--- src/hw/rtl/isort_pkg.sv ---
// ----------------------------------------------------------------------------
// isort_pkg
// Shared types and constants for the streaming insertion sorter: the
// transaction payloads, the link between neighboring cells and cell control.
// ----------------------------------------------------------------------------
package isort_pkg;

    localparam int DEPTH_DEFAULT = 16;
    localparam int VALUE_W       = 32;

    typedef logic signed [VALUE_W-1:0] value_t;

    typedef struct packed {
        value_t in_value;
        logic   in_last;
    } in_item_t;

    typedef struct packed {
        value_t out_value;
        logic   out_last;
        logic   out_overflow;
    } out_item_t;

    // What one cell shows to its neighbors.
    typedef struct packed {
        value_t value;
        logic   occ;
        logic   gt;
    } cell_link_t;

    typedef struct packed {
        logic ins;
        logic shift;
    } cell_ctrl_t;

endpackage

--- src/hw/rtl/insertion_sorter_top.sv ---
// ----------------------------------------------------------------------------
// insertion_sorter_top
// Streaming insertion sorter for signed Q16.16 values built from a chain of
// compare-and-shift cells; the run closes on the item marked last.
//
//   Channel   Direction  Handshake                  Payload
//   item      in         item_valid / item_stall    in_item_t
//   result    out        result_valid / result_stall out_item_t
//
// While filling, one item is accepted every cycle; every cell compares in
// parallel, so the insertion time does not depend on the fill level.
// After the last item the chain shifts down toward cell zero, one result per
// taken transaction, until every stored value has been taken;
// item_stall is high for that whole drain. result_stall simply freezes the
// chain. Reset empties the chain at once and needs no clearing pass.
// ----------------------------------------------------------------------------
module insertion_sorter_top #(
    parameter int DEPTH = isort_pkg::DEPTH_DEFAULT
) (
    input  logic                  clk,
    input  logic                  rst_n,
    input  logic                  item_valid,
    output logic                  item_stall,
    input  isort_pkg::in_item_t   item,
    output logic                  result_valid,
    input  logic                  result_stall,
    output isort_pkg::out_item_t  result
);
    import isort_pkg::*;

    localparam int CW = $clog2(DEPTH + 1);

    typedef enum logic {
        S_FILL,
        S_DRAIN
    } state_t;

    state_t        state_reg;
    logic [CW-1:0] count_reg;
    logic          dropped_reg;

    cell_link_t    links [DEPTH];
    cell_ctrl_t    ctrl;
    logic          item_take;
    logic          result_take;
    logic          full;

    assign full        = links[DEPTH-1].occ;
    assign item_stall  = (state_reg == S_DRAIN);
    assign item_take   = item_valid && !item_stall;
    assign result_take = result_valid && !result_stall;

    assign ctrl.ins   = item_take && !full;
    assign ctrl.shift = (state_reg == S_DRAIN) && result_take;

    genvar gi;
    generate
        for (gi = 0; gi < DEPTH; gi++)
        begin : g_cell
            cell_link_t prev_l;
            cell_link_t next_l;

            if (gi == 0)
            begin : g_head
                assign prev_l = '{value: '0, occ: 1'b1, gt: 1'b0};
            end
            else
            begin : g_body
                assign prev_l = links[gi-1];
            end

            if (gi == DEPTH - 1)
            begin : g_tail
                assign next_l = '{value: '0, occ: 1'b0, gt: 1'b0};
            end
            else
            begin : g_inner
                assign next_l = links[gi+1];
            end

            isort_cell u_cell (
                .clk   (clk),
                .rst_n (rst_n),
                .ctrl  (ctrl),
                .bcast (item.in_value),
                .prev  (prev_l),
                .next  (next_l),
                .link  (links[gi])
            );
        end
    endgenerate

    always_ff @(posedge clk or negedge rst_n)
    begin
        if (!rst_n)
        begin
            state_reg   <= S_FILL;
            count_reg   <= '0;
            dropped_reg <= 1'b0;
        end
        else
        begin
            unique case (state_reg)
                S_FILL:
                begin
                    if (item_take)
                    begin
                        if (full)
                        begin
                            dropped_reg <= 1'b1;
                        end
                        else
                        begin
                            count_reg <= count_reg + CW'(1);
                        end
                        if (item.in_last)
                        begin
                            state_reg <= S_DRAIN;
                        end
                    end
                end
                S_DRAIN:
                begin
                    if (result_take)
                    begin
                        count_reg <= count_reg - CW'(1);
                        if (count_reg == CW'(1))
                        begin
                            state_reg   <= S_FILL;
                            dropped_reg <= 1'b0;
                        end
                    end
                end
                default:
                begin
                    state_reg <= S_FILL;
                end
            endcase
        end
    end

    // The smallest stored value always sits in the first cell.
    assign result_valid        = (state_reg == S_DRAIN);
    assign result.out_value    = links[0].value;
    assign result.out_last     = (count_reg == CW'(1));
    assign result.out_overflow = dropped_reg;

endmodule

--- src/hw/rtl/isort_cell.sv ---
// ----------------------------------------------------------------------------
// isort_cell
// One slot of the sorted chain. It holds a value and an occupied flag,
// compares the broadcast value against its own, and hands its value to the
// neighbor above on insert or to the neighbor below while the run drains.
// ----------------------------------------------------------------------------
module isort_cell (
    input  logic                   clk,
    input  logic                   rst_n,
    input  isort_pkg::cell_ctrl_t  ctrl,
    input  isort_pkg::value_t      bcast,
    input  isort_pkg::cell_link_t  prev,
    input  isort_pkg::cell_link_t  next,
    output isort_pkg::cell_link_t  link
);
    import isort_pkg::*;

    value_t value_reg;
    value_t value_next;
    logic   occ_reg;
    logic   occ_next;
    logic   gt;

    // Strict compare keeps equal values in arrival order.
    assign gt = occ_reg && (value_reg > bcast);

    always_comb
    begin
        value_next = value_reg;
        occ_next   = occ_reg;
        if (ctrl.shift)
        begin
            value_next = next.value;
            occ_next   = next.occ;
        end
        else if (ctrl.ins)
        begin
            // A cell moves up when its value is larger, or fills when empty.
            if (gt || !occ_reg)
            begin
                value_next = prev.gt ? prev.value : bcast;
            end
            occ_next = occ_reg | prev.occ;
        end
    end

    always_ff @(posedge clk or negedge rst_n)
    begin
        if (!rst_n)
        begin
            occ_reg <= 1'b0;
        end
        else
        begin
            occ_reg <= occ_next;
        end
    end

    always_ff @(posedge clk)
    begin
        value_reg <= value_next;
    end

    assign link.value = value_reg;
    assign link.occ   = occ_reg;
    assign link.gt    = gt;

endmodule

--- config.mk ---
export PLATFORM = sky130hd
export DESIGN_NAME = insertion_sorter_top
export DESIGN_NICKNAME = d
export VERILOG_FILES = /design/src/hw/rtl/isort_pkg.sv /design/src/hw/rtl/insertion_sorter_top.sv /design/src/hw/rtl/isort_cell.sv
export SDC_FILE = /design/constraint.sdc
export NUM_CORES = 2
export LEC_CHECK = 0
export ABC_AREA = 0
export BUFFER_PORTS_ARGS = -buffer_cell sky130_fd_sc_hd__buf_2
export CORE_MARGIN = 2
export CORE_UTILIZATION = 59
export DETAILED_ROUTE_END_ITERATION = 16
export PLACE_DENSITY = 0.79
export SYNTH_ARGS = -nofsm -noshare
export SYNTH_HDL_FRONTEND = slang
export SYNTH_SLANG_ARGS = --single-unit
--- constraint.sdc ---
create_clock -name clk -period 5.4 [get_ports clk]
set_input_delay 0.27 -clock clk [delete_from_list [all_inputs] [get_ports clk]]
set_output_delay 0.27 -clock clk [all_outputs]
set_load 0.02 [all_outputs]
==> summary.md <==
| Metric | Value |
|---|---|
| Outcome | `finished clean` |
| Initial Util | `about 60%` |
| Ys Warns | `0` |
| Drt pass-1 iters | `12` |
| Synth Net Count | `4263` |
| Fin. Hold Viols | `0` |
| Mapped Area | `0.0371 mm2` |
| Post-CTS Setup Repair Bufs | `0` |
| Headroom to the max-slew limit | `between 10% and 20%` |
| Clock-pin slew on the worst setup and hold paths | `60 ps` |
| Post-synthesis cell count | `3743` |
| Post-DP HPWL | `74700 um` |
| Vias per inst | `6.79` |
| Tot Pwr | `0.0239 W` |
| DRC Markers | `0` |
| Layout Nets | `4221` |
| Number of enable flip-flop cells after synthesis | `480` |
| Chip height | `approximately 250 um` |
| DP Worst Slack | `978 ps` |
| CTS tree | `yes` |
| Layout Cells excl Fill | `4587` |
| Layout cells sized above 1 | `9.81%` |
| Critical Path Start Type | `primary input` |
| Area of the core | `0.0619 mm2` |
| Max Cap Viol | `0` |
| CTS Sinks | `535` |
| Vias in the first global route | `30100` |
| Register area share after synthesis | `between 40% and 50%` |
| Clk_lat worst skew | `between 600 and 700 ps` |
| Clk_skew | `19.9 ps` |
| Slew Limit Fails | `0` |
| First-pass GRT wire length | `roughly 170000 um` |
| LEAKAGE | `roughly 16 nW` |
| Avg WL per Cell | `roughly 23 um` |
| Critical Path Sink Type | `register` |
| Number of gates resized after cts | `0` |
| Layout Utilization | `65.2%` |
| Period utilization | `82.6%` |
| Largest net degree at the start of global routing | `184` |
| Fmax achieved | `around 220 MHz` |
| Longest Clk Path Bufs | `3` |
| RSZ-0062 raised after global routing | `false` |
| Largest register FFs | `between 500 and 600` |
| Post-route setup slack | `940 ps` |
| I/O Buffers | `slightly above 70` |
| Post-Place Cells | `around 4500` |
| Hold path depth | `3` |
| Total Routed Length | `about 110000 um` |
| RePlAce Congestion | `0.929` |
| # diodes | `0` |
| Post-synth top flop | `edfxtp_1` |
| Synthesis-to-finish area growth | `8.69%` |
| 1st-iter DRT viols | `3530` |
| Worst-path fanout max | `19` |
| Routed Antenna Nets | `0` |
| GR Util All Layers | `32.0%` |
| Initial antenna violation count | `0` |
| Num ports | `73` |
| Root Buffer Master | `clkbuf_16` |
| Number of distinct library cells after synthesis | `59` |
| Required time of the worst setup path | `5720 ps` |
| R2R depth | `9` |
| Final Setup Violations | `0` |
| Async set-reset flop share out of synthesis | `4.30%` |
| Worst hold path type | `primary input to register` |
| GR Overflow Total | `0` |
| Syn avg cell area | `9.92 um2` |
| Crit path time final | `4460 ps` |
| Setup TNS | `0 ps` |
| Die area | `0.0650 mm2` |
| Num CTS Buffers | `59` |
| Worst Tran Pin Value | `between 1000 and 1500 ps` |
| Num rows | `91` |
| Synth Register Bits | `between 500 and 600` |
| Worst IR Drop VDD | `between 0.5 and 0.6 mV` |
| Routed vias | `31100` |
| Setup CP Type | `primary input to register` |
| Arrival @ worst endpoint | `4780 ps` |
| H-tree levels | `2` |
| Die X | `roughly 250 um` |
| Power Dens Cells | `593 mW/mm2` |
| Layout fillers | `between 4000 and 5000` |
power breakdown:
group,internal [W],total [W],switching [W]
combinational,0.00391,0.0109,0.00695
clock,0.00227,0.00405,0.00178
sequential,0.00723,0.00903,0.00180
total,0.0134,0.0239,0.0105
worst paths after layout:
| kind | startpoint | endpoint | slack (ps) |
|---|---|---|---|
| max | item[15] | g_cell[14].u_cell.value_reg[25]$_DFFE_PP_ | 940 |
| min reg2reg | g_cell[15].u_cell.value_reg[21]$_SDFFE_PP0P_ | g_cell[15].u_cell.value_reg[21]$_SDFFE_PP0P_ | 450 |
| min in group asynchronous | rst_n | g_cell[14].u_cell.occ_reg$_DFFE_PN0P_ | 230 |
| max in group asynchronous | rst_n | g_cell[3].u_cell.occ_reg$_DFFE_PN0P_ | 4720 |
| max reg2reg | g_cell[14].u_cell.value_reg[15]$_DFFE_PP_ | g_cell[14].u_cell.value_reg[25]$_DFFE_PP_ | 1290 |
| min | item[3] | g_cell[15].u_cell.value_reg[2]$_SDFFE_PP0P_ | 30 |
worst max-delay path, cell delays in order:
cell and delay (ps):
dlygate4sd3_1 540, buf_2 160, inv_1 490, ha_1 270, nand4_1 170, nor4_1 800, o21ai_1 220, o211ai_1 250
a211oi_1 220, o31a_1 370, o21ai_4 630, buf_4 380
timing repair:
item | CTS | global route
setup endpoints to repair | 0 | 0
hold buffers | 26 | 0
hold endpoints to repair | 47 | 0
cell usage after synthesis (7+ instances only):
cell | instances | area [um2]
o21a_1 | 17 | 128
a2111o_1 | 20 | 225
buf_1 | 46 | 173
and4_1 | 9 | 78.8
nand4_1 | 93 | 582
mux2i_2 | 11 | 151
ha_1 | 483 | 6040
nor2_1 | 48 | 180
o221ai_1 | 24 | 210
nand3_2 | 56 | 561
buf_6 | 16 | 180
edfxtp_1 | 480 | 14400
a21o_1 | 38 | 285
mux2i_1 | 32 | 320
o21ai_1 | 38 | 190
clkbuf_1 | 142 | 533
or3_1 | 13 | 81.3
nand2b_1 | 16 | 100
a221oi_1 | 13 | 114
nand3_1 | 445 | 2230
nand2_1 | 678 | 2540
dfrtp_1 | 23 | 576
dfxtp_1 | 32 | 641
o211ai_2 | 63 | 788
nor3_2 | 8 | 80.1
buf_2 | 39 | 195
nor4_1 | 9 | 56.3
inv_1 | 68 | 255
nor3_1 | 24 | 120
nor2b_1 | 30 | 188
o21ai_0 | 44 | 220
o211ai_1 | 394 | 2960
a211oi_1 | 7 | 52.6
a21oi_1 | 226 | 1130
xnor2_1 | 13 | 114
cells in the final DEF, fill, tap and decap left out, types with 21 or more instances in the layout:
cell type      instances
dlygate4sd3_1         26
dfxtp_1               32
nor3_1                24
a21oi_1              226
nor2_1                45
nand4_1               93
nor2b_1               30
edfxtp_1             480
o211ai_2              63
nand3_2               56
buf_2                 72
clkbuf_1              21
buf_4                 37
nand3_1              444
inv_1                 68
o21ai_1               38
nand2_1              678
dfrtp_1               23
o211ai_1             394
a21o_1                38
mux2i_1               32
clkbuf_16             59
ha_1                 483
o21ai_0               42
per-layer routing:
metal	up-vias	track usage [%]	routed length [um]	part of all wire, %
li1	14300	-	-	-
met1	15200	43.9	44300	42
met2	1418	52.4	50300	48
met3	211	4.71	8150	7.7
met4	0	10.5	2810	2.7
met5	-	0	0	0
stage by stage:
stage          hold slack (ps)  instance area [um2]
2_1_floorplan            -25.6                37100
5_1_grt                   50.1                40400
3_3_place_gp               325                38300
3_5_place_dp               326                38300
4_1_cts                   1.64                40400
6_report                  31.0                40400
final cells by class:
class | instances | area, um2 | area share [%]
multi-input combinational | 2895 | 20500 | 50.9
sequential | 535 | 15600 | 38.7
clock buffer | 85 | 1620 | 4.02
tap | 837 | 1050 | 2.60
timing repair buffer | 142 | 1040 | 2.57
inverter | 68 | 255 | 0.632
clock inverter | 25 | 221 | 0.549
logic make-up after synthesis:
kind of cell / after synthesis / share of synthesized area (%)
flip-flops: 535 / 42.1
AND/OR/NAND/NOR: 1439 / 18.6
adder cells (fa/ha/maj): 483 / 16.3
AO/OA/AOI/OAI: 912 / 17.7
buffers and inverters: 313 / 3.64
multiplexers: 44 / 1.31
XOR/XNOR: 17 / 0.401
Note: power is estimated with default switching activity, not from simulation.
